### src/design/vts_pkg.sv
`timescale 1ns / 1ps
`default_nettype none
// ---------------------------------------------------------------------------
// vts_pkg
// Shared types and constants of the volume trilinear sampler.
// ---------------------------------------------------------------------------
package vts_pkg;

    localparam int DIM_MAX         = 32;
    localparam int DIM_BITS        = $clog2(DIM_MAX);
    localparam int SIZE_W          = 6;
    localparam int VALUE_BITS      = 16;
    localparam int COORD_W         = 16;
    localparam int COORD_FRAC_BITS = 14;
    localparam int FRAC_W          = COORD_FRAC_BITS + 1;
    localparam int POS_W           = FRAC_W + DIM_BITS;
    localparam int WEIGHT_W        = FRAC_W + 1;
    localparam int ADDR_W          = 3 * DIM_BITS;
    localparam int VOXEL_COUNT     = DIM_MAX * DIM_MAX * DIM_MAX;
    localparam int CFG_INDEX_W     = 2;

    localparam logic [WEIGHT_W-1:0] WEIGHT_FULL = WEIGHT_W'(1) << FRAC_W;

    localparam logic OP_WRITE  = 1'b0;
    localparam logic OP_SAMPLE = 1'b1;

    localparam logic [CFG_INDEX_W-1:0] CFG_SIZE_X = 2'd0;
    localparam logic [CFG_INDEX_W-1:0] CFG_SIZE_Y = 2'd1;
    localparam logic [CFG_INDEX_W-1:0] CFG_SIZE_Z = 2'd2;

    typedef enum logic [2:0] {
        ST_IDLE,
        ST_LOCATE,
        ST_ISSUE,
        ST_NEAR,
        ST_DRAIN,
        ST_FINISH
    } state_t;

    typedef struct packed {
        logic [DIM_BITS-1:0] base;
        logic [DIM_BITS-1:0] next;
        logic [FRAC_W-1:0]   frac;
    } locate_t;

    typedef struct packed {
        logic                valid;
        logic [WEIGHT_W-1:0] wu;
        logic [WEIGHT_W-1:0] wv;
        logic [WEIGHT_W-1:0] ww;
    } blend_issue_t;

endpackage
`default_nettype wire

### src/design/vts_locate.sv
`timescale 1ns / 1ps
`default_nettype none
// ---------------------------------------------------------------------------
// vts_locate
// Maps one normalized coordinate to base voxel, clamped neighbor and fraction.
// ---------------------------------------------------------------------------
module vts_locate (
    input  wire logic signed [vts_pkg::COORD_W-1:0] coord,
    input  wire logic        [vts_pkg::SIZE_W-1:0]  size,
    output vts_pkg::locate_t                        loc
);

    localparam logic signed [vts_pkg::COORD_W:0] ONE =
        (vts_pkg::COORD_W+1)'(1) <<< vts_pkg::COORD_FRAC_BITS;
    localparam logic signed [vts_pkg::COORD_W:0] TWO = ONE <<< 1;

    logic signed [vts_pkg::COORD_W:0]    shifted;
    logic        [vts_pkg::FRAC_W:0]     clamped;
    logic        [vts_pkg::SIZE_W-1:0]   eff;
    logic        [vts_pkg::DIM_BITS-1:0] size_m1;
    logic        [vts_pkg::POS_W-1:0]    pos;

    always_comb
    begin
        shifted = (vts_pkg::COORD_W+1)'(coord) + ONE;
        // clamp to [0, 1] in the doubled scale
        if (shifted < 0)
            clamped = '0;
        else if (shifted > TWO)
            clamped = (vts_pkg::FRAC_W+1)'(TWO);
        else
            clamped = (vts_pkg::FRAC_W+1)'(shifted);

        eff = (size > vts_pkg::SIZE_W'(vts_pkg::DIM_MAX)) ?
              vts_pkg::SIZE_W'(vts_pkg::DIM_MAX) : size;
        size_m1 = vts_pkg::DIM_BITS'(eff - vts_pkg::SIZE_W'(1));

        pos = vts_pkg::POS_W'(clamped) * vts_pkg::POS_W'(size_m1);

        loc.base = pos[vts_pkg::POS_W-1:vts_pkg::FRAC_W];
        loc.frac = pos[vts_pkg::FRAC_W-1:0];
        loc.next = (loc.base < size_m1) ? loc.base + vts_pkg::DIM_BITS'(1) : loc.base;
    end

endmodule
`default_nettype wire

### config.mk
export PLATFORM = sky130hd
export DESIGN_NAME = vts_locate
export DESIGN_NICKNAME = d
export VERILOG_FILES = /design/src/design/vts_pkg.sv /design/src/design/vts_locate.sv
export SDC_FILE = /design/constraint.sdc
export NUM_CORES = 1
export LEC_CHECK = 0
export ABC_AREA = 1
export BUFFER_PORTS_ARGS = -buffer_cell sky130_fd_sc_hd__buf_2
export CAP_MARGIN = 20
export CORE_UTILIZATION = 67
export DETAILED_ROUTE_END_ITERATION = 10
export GPL_TIMING_DRIVEN = 0
export PLACE_DENSITY_LB_ADDON = 0.2
export SYNTH_ARGS = -nofsm -noshare
export SYNTH_HDL_FRONTEND = slang
export SYNTH_SLANG_ARGS = --single-unit
### constraint.sdc
create_clock -name vclk -period 18.1
set_input_delay 1.81 -clock vclk [all_inputs]
set_output_delay 1.81 -clock vclk [all_outputs]
set_load 0.03 [all_outputs]
# Word-level counts from Yosys, hierarchy flattened
# Cells that the tools add are included.
# totals
register_bits	0
latchBits	0
mem_bits_rw	0
romBits	0
inputBits	22
wordCells	12
memories	0
# classes
add_sub_neg	3
mul	1
div	0
magnitude_cmp	4
eq_ne	0
n_shift	0
muxes	4
bitwise	0
reduce_logical	0
# ops
cell	n
two-way mux 16 bit	2
multiplier 16 x 5 -> 20 bit	1
adder 16 x 16 -> 17 bit (second input constant)	1
greater-than comparator 17 bit (second input constant)	1
< comparator 17 x 1 -> 1 bit (second input constant)	1
two-way mux 5 bit	2
greater-than comparator 6 bit (second input constant)	1
adder 5 x 1 -> 5 bit (second input constant)	1
< comparator 5 bit	1
subtractor 5 x 1 -> 5 bit (second input constant)	1

# Logic depth before layout (Yosys ltp)
# logic_depth
ltp_word	7
mapped_depth	35

# Worst setup path before layout
# No wires, ideal clock.
# synth_path
path_type	input port to output port
start	input size[5] (netlist bit)
end	output loc[18] (netlist bit)
arrival_time_ns	7.234
required_ns	16.290
path_slack_ns	9.056
stages	31
n_path_buf	2
cell_sequence	inv_1 -> nand2_2 -> buf_1 -> ha_1 -> nand3_1 -> nand2_1 -> nand2_1 -> inv_1 -> clkbuf_1 -> nor2_1 -> fa_1 -> fa_1 -> inv_1 -> fa_1 -> inv_1 -> ha_1 -> or2_1 -> nand3_1 -> nand2_1 -> nand2_1 -> nand2_1 -> nand2_1 -> nand2_1 -> inv_1 -> ha_1 -> a21o_1 -> a21oi_1 -> nand2_4 -> nor2_2 -> nand2_1 -> nand2_1
# synth_lines
item	line_no	text
start, declared	vts_locate.sv:9	input wire logic [vts_pkg::SIZE_W-1:0] size,
end, declared	vts_locate.sv:10	output vts_pkg::locate_t loc

==> results.cfg <==
[timing]
setup_slack_ps = 8100
hold_viol = 0
max_freq_ghz = 0.100
finalSetupViolCount = 0
relSlewSlack = 0.636
worst_slew_pin_slew_ps = 542
rsz0062_at_grt = false
slew_viol_final = 0
fin_tns_setup_ps = 0
min_period_over_period = 0.553
period_needed_ps = 10000

[detailed_routing]
drc = 0
first_iter_violations = 261
drt_wl_total_um = 7990
num_vias = 3406
ant_nets = 0
wl_per_cell_um = 12.8
routed_via_density = 5.44
drt_first_pass_iters = 6

[pwr]
total_power_uw = 364
pwr-share-seq = 0
internal-power_uw = 116
combPwrFrac = 1.000
peakVddDrop_uv = 142
power.leakage_uw = 0.00217
power_switching_uw = 248
clockPowerShare = 0
sw_frac_of_total = 0.682
p_per_area_nw_per_um2 = 101

[logic_synthesis]
synth_top_area_cell = fa_1
ys_types = 37
synth_nets = 607
synthTopCellsByArea = fa_1, nand2_1, inv_1
postSynthCellCount = 512
synth_top_area_share = 0.250
syn_area_per_cell_um2 = 6.42
yosys_warnings = 0
syn_area_um2 = 3290
ys_seq_area_frac = 0

[worst_setup_path]
crit_top_cell = nand2_1
end_kind = output port
crit_fanout = 10
crit_arrival_ps = 8190
slowest_delay_ps = 560
path_class = primary input to output port
slowest_stage = fa_1
worstSetupStartpointType = primary input
worstPathRequired_ps = 16290

[clock_network]
hold_buffers = 0
post-cts-setup-buffer-count = 0
cts_resized = 0

[finish]
regArea_um2 = 0
drive_gt1_frac = 0.148
layout.cells.non_filler = 626
multiInputGateArea_um2 = 2800
n_clock_buffer = 0
seq_cell_count = 0
area_growth_pct = 9.70
layout.nets = 656
utilization = 0.764
nFillCells = 396
num_antenna_cells = 0

[outcome]
status = complete, no violations

[hold_path]
holdPathStages = 4
hp-class = primary input to output port
holdPathEnd = loc[0]
hp-start = coord[0]

[place]
port_buffers = 47
dp_cells = 626
place_congestion = 0.957
pre_cts_ws_ps = 8190
hpwl_um = 6960

[floorplanning]
die_w_um = 72.1
rows = 25
die_area_um2 = 5190
pin_count = 47
initial_core_util = 0.696
core_area_um2 = 4720
die_y_um = 72.1

[global_routing]
grt_pass1_wl_um = 13900
track_usage = 0.333
antenna_found_initial = 0
overflow = 0
grt_max_degree = 11
grt_pass1_vias = 3274

[run]
drv_cap = 0
[per-stage QoR]
| stage | hold WS [ps] | instance area, µm² |
|---|---|---|
| finish | 4110 | 3610 |
| global route | 4150 | 3610 |
| CTS | 4100 | 3610 |
| detailed placement | 4100 | 3610 |
| global placement | 4100 | 3610 |
| floorplan | 3880 | 3290 |
[worst max path at each step]
stage,cells past startpoint,end,startpoint,slack [ps]
6_report,36,loc[16],size[5],8100
3_5_place_dp,36,loc[16],size[5],8190
3_3_place_gp,35,loc[19],size[5],8350
4_1_cts,36,loc[16],size[5],8180
2_1_floorplan,31,loc[18],size[5],9060
5_1_grt,34,loc[19],size[5],7790
[synth_stat cells]
master    count
inv_4         1
o21a_1        1
a21oi_1      12
ha_1         32
xnor2_1       6
nor2_4        2
o21ai_0       3
nand3b_1      4
xor2_1        8
nor2_2        3
nand3_2       2
inv_1       107
fa_1         41
nor4_1        3
nand3_4       2
nand2_1     117
a21o_1        1
nand4_1      20
nor3_1        1
a31oi_1       2
and3_2        1
nand2_2       6
nor3_2        1
nor2_1       71
nand2_8       1
and3_1        1
inv_2         4
nand2_4       6
inv_6         1
buf_2         3
or2_1         2
buf_1         1
a21oi_4       1
nand3_1      35
buf_4         1
clkbuf_1      8
nand4_4       1
[cell type report]
class                      count  share of cell area
buffer                        13              0.0156
multi-input combinational    386               0.776
timing repair buffer          47              0.0652
tap                           67              0.0232
inverter                     113               0.120
[worst max-delay path, delay by kind of cell]
kind,cells,cell delay (ps)
adders and majority gates,6,2550
AOI/OAI and AO/OA,1,230
and+or+nand+nor,18,1960
buffers and inverters,11,1630
[placed cells by master (no fill, tap or decap), types with 6 or more instances in the layout]
master      n
nand4_1    20
clkbuf_1    8
xor2_1      8
nand2_4     6
inv_1     107
nand3_1    35
ha_1       32
buf_2      50
nor2_1     71
nand2_1   117
nand2_2     6
fa_1       41
a21oi_1    12
xnor2_1     6
[power by group through the flow]
| stage | registers [µW] | logic [µW] | clock network [µW] |
|---|---|---|---|
| final | 0 | 364 | 0 |
| after global routing | 0 | 402 | 0 |
| after detailed placement | 0 | 363 | 0 |
| after global placement | 0 | 355 | 0 |
| after CTS | 0 | 365 | 0 |
| after floorplan | 0 | 285 | 0 |
[cells by family (layout without fill, tap and decap cells)]
| kind of cell | count (synthesis) | in the layout | share of synthesized area |
|---|---|---|---|
| AO/OA/AOI/OAI | 20 | 20 | 0.0361 |
| buffers and inverters | 126 | 173 | 0.148 |
| XOR/XNOR | 14 | 14 | 0.0373 |
| adder cells (fa/ha/maj) | 73 | 73 | 0.371 |
| AND/OR/NAND/NOR | 279 | 279 | 0.407 |
[per-layer routing]
metal  routed length (µm)  track usage  vias up
li1                     -            -     1666
met1                 3120        0.405     1566
met2                 4090        0.628      152
met3                  558       0.0264       22
met4                  223       0.0871        0
met5                    0            0        -
(Power assumes the default switching activity.)
