$ cat src/design/vts_pkg.sv
`timescale 1ns / 1ps
`default_nettype none
// ---------------------------------------------------------------------------
// vts_pkg
// Shared types and constants of the volume trilinear sampler.
// ---------------------------------------------------------------------------
package vts_pkg;

    localparam int DIM_MAX         = 32;
    localparam int DIM_BITS        = $clog2(DIM_MAX);
    localparam int SIZE_W          = 6;
    localparam int VALUE_BITS      = 16;
    localparam int COORD_W         = 16;
    localparam int COORD_FRAC_BITS = 14;
    localparam int FRAC_W          = COORD_FRAC_BITS + 1;
    localparam int POS_W           = FRAC_W + DIM_BITS;
    localparam int WEIGHT_W        = FRAC_W + 1;
    localparam int ADDR_W          = 3 * DIM_BITS;
    localparam int VOXEL_COUNT     = DIM_MAX * DIM_MAX * DIM_MAX;
    localparam int CFG_INDEX_W     = 2;

    localparam logic [WEIGHT_W-1:0] WEIGHT_FULL = WEIGHT_W'(1) << FRAC_W;

    localparam logic OP_WRITE  = 1'b0;
    localparam logic OP_SAMPLE = 1'b1;

    localparam logic [CFG_INDEX_W-1:0] CFG_SIZE_X = 2'd0;
    localparam logic [CFG_INDEX_W-1:0] CFG_SIZE_Y = 2'd1;
    localparam logic [CFG_INDEX_W-1:0] CFG_SIZE_Z = 2'd2;

    typedef enum logic [2:0] {
        ST_IDLE,
        ST_LOCATE,
        ST_ISSUE,
        ST_NEAR,
        ST_DRAIN,
        ST_FINISH
    } state_t;

    typedef struct packed {
        logic [DIM_BITS-1:0] base;
        logic [DIM_BITS-1:0] next;
        logic [FRAC_W-1:0]   frac;
    } locate_t;

    typedef struct packed {
        logic                valid;
        logic [WEIGHT_W-1:0] wu;
        logic [WEIGHT_W-1:0] wv;
        logic [WEIGHT_W-1:0] ww;
    } blend_issue_t;

endpackage
`default_nettype wire

$ cat src/design/vts_blend.sv
`timescale 1ns / 1ps
`default_nettype none
// ---------------------------------------------------------------------------
// vts_blend
// Weight and product pipeline that accumulates the eight weighted voxels.
// ---------------------------------------------------------------------------
module vts_blend (
    input  wire logic                                  clk,
    input  wire logic                                  rst_n,
    input  wire logic                                  clear,
    input  wire vts_pkg::blend_issue_t                 issue,
    input  wire logic signed [vts_pkg::VALUE_BITS-1:0] rd_data,
    output logic                                       busy,
    output logic signed [vts_pkg::VALUE_BITS-1:0]      result
);

    localparam int UV_W   = 2 * vts_pkg::WEIGHT_W - 1;
    localparam int W3_W   = 3 * vts_pkg::FRAC_W + 1;
    localparam int LO_W   = (W3_W + 1) / 2;
    localparam int HI_W   = W3_W - LO_W;
    localparam int PART_W = vts_pkg::VALUE_BITS + LO_W + 1;
    localparam int ACC_W  = vts_pkg::VALUE_BITS + W3_W + 2;
    localparam int SHIFT  = 3 * vts_pkg::FRAC_W;

    localparam logic signed [ACC_W-1:0] ROUND_HALF = ACC_W'(1) <<< (SHIFT - 1);

    logic                                  a_valid_reg, b_valid_reg, c_valid_reg;
    logic [UV_W-1:0]                       uv_reg;
    logic [vts_pkg::WEIGHT_W-1:0]          ww_reg;
    logic [W3_W-1:0]                       w3_reg;
    logic signed [vts_pkg::VALUE_BITS-1:0] vox_reg;
    logic signed [PART_W-1:0]              pl_reg, ph_reg;
    logic signed [ACC_W-1:0]               acc_reg;

    logic [2*vts_pkg::WEIGHT_W-1:0]        uv_next;
    logic [UV_W+vts_pkg::WEIGHT_W-1:0]     w3_full;
    logic signed [LO_W:0]                  lo_s;
    logic signed [HI_W:0]                  hi_s;
    logic signed [PART_W-1:0]              pl_next, ph_next;
    logic signed [ACC_W-1:0]               term, rounded;

    always_comb
    begin
        uv_next = issue.wu * issue.wv;
        w3_full = uv_reg * ww_reg;
        lo_s    = {1'b0, w3_reg[LO_W-1:0]};
        hi_s    = {1'b0, w3_reg[W3_W-1:LO_W]};
        pl_next = vox_reg * lo_s;
        ph_next = vox_reg * hi_s;
        term    = (ACC_W'(ph_reg) <<< LO_W) + ACC_W'(pl_reg);
        rounded = acc_reg + ROUND_HALF;
        result  = rounded[SHIFT+vts_pkg::VALUE_BITS-1:SHIFT];
        busy    = a_valid_reg | b_valid_reg | c_valid_reg;
    end

    always_ff @(posedge clk or negedge rst_n)
    begin
        if (!rst_n)
        begin
            a_valid_reg <= 1'b0;
            b_valid_reg <= 1'b0;
            c_valid_reg <= 1'b0;
        end
        else
        begin
            a_valid_reg <= issue.valid;
            b_valid_reg <= a_valid_reg;
            c_valid_reg <= b_valid_reg;
        end
    end

    always_ff @(posedge clk)
    begin
        uv_reg  <= uv_next[UV_W-1:0];
        ww_reg  <= issue.ww;
        w3_reg  <= w3_full[W3_W-1:0];
        vox_reg <= rd_data;
        pl_reg  <= pl_next;
        ph_reg  <= ph_next;
        if (clear)
            acc_reg <= '0;
        else if (c_valid_reg)
            acc_reg <= acc_reg + term;
    end

endmodule
`default_nettype wire

$ cat config.mk
export PLATFORM = sky130hd
export DESIGN_NAME = vts_blend
export DESIGN_NICKNAME = d
export VERILOG_FILES = /design/src/design/vts_pkg.sv /design/src/design/vts_blend.sv
export SDC_FILE = /design/constraint.sdc
export NUM_CORES = 2
export LEC_CHECK = 0
export BUFFER_PORTS_ARGS = -buffer_cell sky130_fd_sc_hd__buf_2
export CORE_UTILIZATION = 67
export DETAILED_ROUTE_END_ITERATION = 16
export GPL_TIMING_DRIVEN = 0
export PLACE_DENSITY = 0.85
export RECOVER_POWER = 100
export SLEW_MARGIN = 10
export SYNTH_ARGS = -nofsm -noshare
export SYNTH_HDL_FRONTEND = slang
export SYNTH_SLANG_ARGS = --single-unit
export TNS_END_PERCENT = 50
$ cat constraint.sdc
create_clock -name clk -period 10.5 [get_ports clk]
set_input_delay 1.575 -clock clk [delete_from_list [all_inputs] [get_ports clk]]
set_output_delay 1.575 -clock clk [all_outputs]
set_load 0.05 [all_outputs]
# Yosys cells after proc, flatten, opt, wreduce, memory -nomap -nowiden
# Cells that the tools add are included.
# Widths: inputs -> output; s select.
[word_totals]
regBits = 256
input_bits = 68
out_inout_bits = 17
elab_cells = 19
[op_classes]
n_addsub = 3
n_mul = 4
bitwise_logic = 2
[op_table]
columns = ["cell", "n"]
rows = [
  ["$mul 16x24->40", 2],
  ["$add 63x40->64", 1],
  ["$add 64x64->64", 1],
  ["$add 61x46->61 const B", 1],
  ["$mul 31x16->46", 1],
  ["$mul 16x16->31", 1],
  ["$or 1x1->1", 2],
]

# Longest topological paths before layout
[depth]
depth_word = 2
mapped_depth = 26
mapped_depth_nobuf = 23

# Worst setup path after synthesis
# No wires, ideal clock.
[synth_timing]
kind = "input to register"
from = "input port issue[44] in the netlist's numbering"
to = "register uv_reg[30]"
setup_time_ps = 125
t_arrival_ps = 7160
required_ps = 10375
slack_ps = 3215
path_stages = 21
n_path_buf = 1
cell_sequence = "clkbuf_1 nand2_1 fa_1 inv_1 fa_1 inv_1 fa_1 inv_1 fa_1 fa_1 fa_1 ha_1 a21o_1 a21oi_1 o21ai_0 o2111ai_1 and3b_1 a311o_1 o311ai_0 o31ai_1 xnor2_1"
[synth_via]
elab_chain_len = 1
[synth_lines]
columns = ["item", "line_no", "source"]
rows = [
  ["from (decl)", "vts_blend.sv:11", "input wire vts_pkg::blend_issue_t issue,"],
  ["$mul 16x16->31", "vts_blend.sv:44", "uv_next = issue.wu * issue.wv;"],
  ["named net uv_next, one bit", "vts_blend.sv:35", "logic [2*vts_pkg::WEIGHT_W-1:0] uv_next;"],
  ["to (signal assigned)", "vts_blend.sv:74", "uv_reg <= uv_next[UV_W-1:0];"],
  ["to (decl)", "vts_blend.sv:28", "logic [UV_W-1:0] uv_reg;"],
]
# The timed path passes the listed nets, and every way through them passes these cells.
# A chain may end at the register's enable or synchronous reset.

# Worst setup path after layout
[layout_timing]
from = "register vox_reg[9] in the netlist's numbering"
to = "register pl_reg[35]"
[layout_via]
elab_chain_len = 1
[layout_lines]
columns = ["item", "line_no", "source"]
rows = [
  ["from (decl)", "vts_blend.sv:31", "logic signed [vts_pkg::VALUE_BITS-1:0] vox_reg;"],
  ["from (signal assigned)", "vts_blend.sv:77", "vox_reg <= rd_data;"],
  ["$mul 16x24->40", "vts_blend.sv:48", "pl_next = vox_reg * lo_s;"],
  ["named net pl_next[35]", "vts_blend.sv:39", "logic signed [PART_W-1:0] pl_next, ph_next;"],
  ["to (signal assigned)", "vts_blend.sv:78", "pl_reg <= pl_next;"],
  ["to (decl)", "vts_blend.sv:32", "logic signed [PART_W-1:0] pl_reg, ph_reg;"],
]
# The timed path passes the listed nets, and every way through them passes these cells.

==> flow_summary_export.csv <==
group,metric,value,unit
run_status,status,"finished, violations left",
run_status,violations,"max-capacitance violations, max-slew violations",
die,core_region_area,87160,µm²
cts,clock_sinks,251,
die,initial_core_util,67.87,%
die,fp-row-count,108,
critical_path,end_kind,"register",
place,hpwl,138600,µm
sta,timing.fmax,121.3,MHz
critical_path,cp.required,10880,ps
yosys,synthesis.nets,8527,
final_layout,final_nets,8647,
final_layout,drive_above_1_share,2.124,%
yosys,synth_top_cell_area_share,41.22,%
cts,cts-hold-fix-buffers,0,
die,ios,85,
final_layout,area_growth,5.081,%
sta,drv_slew,22,
yosys,yosysSeqAreaShare,8.520,%
critical_path,cp.arrival,8620,ps
critical_path,cp_max_fo,10,
global_routing,grt_max_degree,22,
global_routing,grt_pass1_wl,263500,µm
sta,holdWs,386.7,ps
die,die_y,299.1,µm
drt,viasPerCell,5.801,
drt,drc,0,
yosys,avgSynthCellArea,8.852,µm²
critical_path,criticalPathCategory,"register to register",
min_path,hp-class,"register to register",
sta,rsz0062_at_grt,"false",
yosys,synthDistinctLibCells,80,
place,globalplace.congestion,0.9960,
sta,relSlewSlack,-25.53,%
min_path,hold_path.startpoint,"b_valid_reg$_DFF_PN0_",
yosys,synth_ff_type,"dfxtp_1",
critical_path,critPathLaunchType,"register",
cts,cts_tree,"built",
drt,routed-via-count,46310,
yosys,synth_edf_count,0,
sta,tns,0,ps
sta,setup_violations,0,
drt,wire_per_inst,20.75,µm
yosys,syn_area,59150,µm²
yosys,ys_top_cells_by_area,"fa_1 41%, ha_1 12%, inv_1 9.2%",
cts,cts_resized,0,
final_layout,largest_reg_flops,61,
sta,min_period,8242,ps
min_path,min_to,"c_valid_reg$_DFF_PN0_",
global_routing,grt_pass1_vias,48970,
cts,clock_path_buffers,3,
cts,path_clk_slew,60,ps
min_path,whs_path_depth,0,
cts,cts_buffers,34,
critical_path,rr_startpoint,"vox_reg[9]$_DFF_P_",
sta,worst_slew_pin_slew,1883,ps
die,die-area,89480,µm²
place,io_buffer_count,83,
cts,cts-root-buf,"clkbuf_16",
yosys,syn_inst,6682,
global_routing,grt_use_total,38.24,%
yosys,synth.most_common_cell,"inv_1",
die,die_w,299.1,µm
drt,firstDrtPassIters,8,
drt,drt_wl_total,165600,µm
drt,antenna_left,0,
cts,worstSkewPairLatency,590,ps
critical_path,rrSetupSlack,2260,ps
global_routing,antenna_found_initial,2,
yosys,synth_warnings,0,
critical_path,r2r_cells,22,
critical_path,r2r_end,"pl_reg[35]$_DFF_P_",
drt,drt_iter0_drc,3655,
yosys,yosysTopAreaCell,"fa_1",
yosys,synth-seq-cells,251,
sta,fin_worst_skew,37.71,ps
global_routing,gr-total-overflow,0,
sta,hold_viol,0,
cts,postCtsSetupBuffers,0,
yosys,synthTopCellsByCount,"1443 x inv_1, 1218 x fa_1, 990 x nand2_1",
cts,cts_htree_levels,2,
sta,timing.final.crit_share,78.50,%
yosys,ys_async_sr_fraction,1.195,%
run,cap_violations,1,
logic make-up after synthesis:
| family | Yosys count | share of synthesized area [%] |
|---|---|---|
| fa+ha+maj | 1777 | 53.05 |
| compound gates | 667 | 7.526 |
| xor+xnor | 197 | 2.917 |
| flops | 251 | 8.520 |
| buf+inv | 1739 | 11.04 |
| simple gates | 2012 | 16.29 |
| mux | 39 | 0.6600 |
per-layer routing:
layer	vias to the layer above	track usage [%]	wire, µm
li1	20460	-	-
met1	22910	47.75	61670
met2	2359	61.42	75380
met5	-	0	0
met3	581	8.168	16770
met4	0	22.89	11830
critical path, stage by stage, from the launching register on:
cell	delay [ps]
dfxtp_1	300
clkbuf_1	770
clkbuf_1	880
nand2_1	160
fa_1	530
inv_1	50
fa_1	500
inv_1	60
fa_1	530
inv_1	50
fa_1	450
fa_1	490
inv_1	50
fa_1	480
inv_1	70
ha_1	350
a21o_1	180
a21o_1	170
a221o_1	420
a21o_1	230
a31oi_1	410
mux2i_1	130
a2111oi_0	800
layout make-up:
type	instances	area, µm²
buffer	295	1110
fill	6722	25000
multi-input combinational	4692	47530
sequential	251	5040
tap	1155	1445
clock buffer	41	969.7
inverter	1444	5420
timing repair buffer	84	385.4
antenna	1	2.502
clock inverter	20	255.2
through the flow:
stage | utilization (%) | cell area (µm²) | setup WS (ps) | instances
2_1_floorplan | - | 59150 | 3215 | 6682
3_3_place_gp | 70.00 | 61010 | 2247 | 7920
3_5_place_dp | 70.02 | 61030 | 2086 | 7921
4_1_cts | 71.43 | 62260 | 2616 | 7982
5_1_grt | 71.31 | 62150 | 1902 | 7982
6_report | 71.31 | 62160 | 2258 | 7983
worst max path at each step:
stage | end | from | cells after the start | slack, ps
floorplan | uv_reg[30]$_DFF_P_ | issue[44] | 21 | 3210
global placement | uv_reg[30]$_DFF_P_ | issue[43] | 22 | 2250
detailed placement | uv_reg[30]$_DFF_P_ | issue[42] | 22 | 2090
CTS | pl_reg[38]$_DFF_P_ | vox_reg[6]$_DFF_P_ | 23 | 2620
global route | pl_reg[35]$_DFF_P_ | vox_reg[9]$_DFF_P_ | 22 | 1900
finish | pl_reg[35]$_DFF_P_ | vox_reg[9]$_DFF_P_ | 22 | 2260
layout by cell type (no fill, tap or decap), types with 41 or more instances in the layout:
cell type	Yosys	final
a21o_1	120	120
nand2_1	990	990
o21bai_1	41	41
ha_1	559	559
dfxtp_1	248	248
nor2_1	184	184
fa_1	1218	1218
clkbuf_1	289	317
xnor2_1	128	128
buf_2	2	58
xor2_1	69	69
and2_1	607	575
a21oi_1	178	178
nand3_1	44	44
o21ai_0	104	109
inv_1	1443	1443
Power is not shown: default switching activity piles up to over one toggle a cycle in this logic, so the estimate is an artifact.
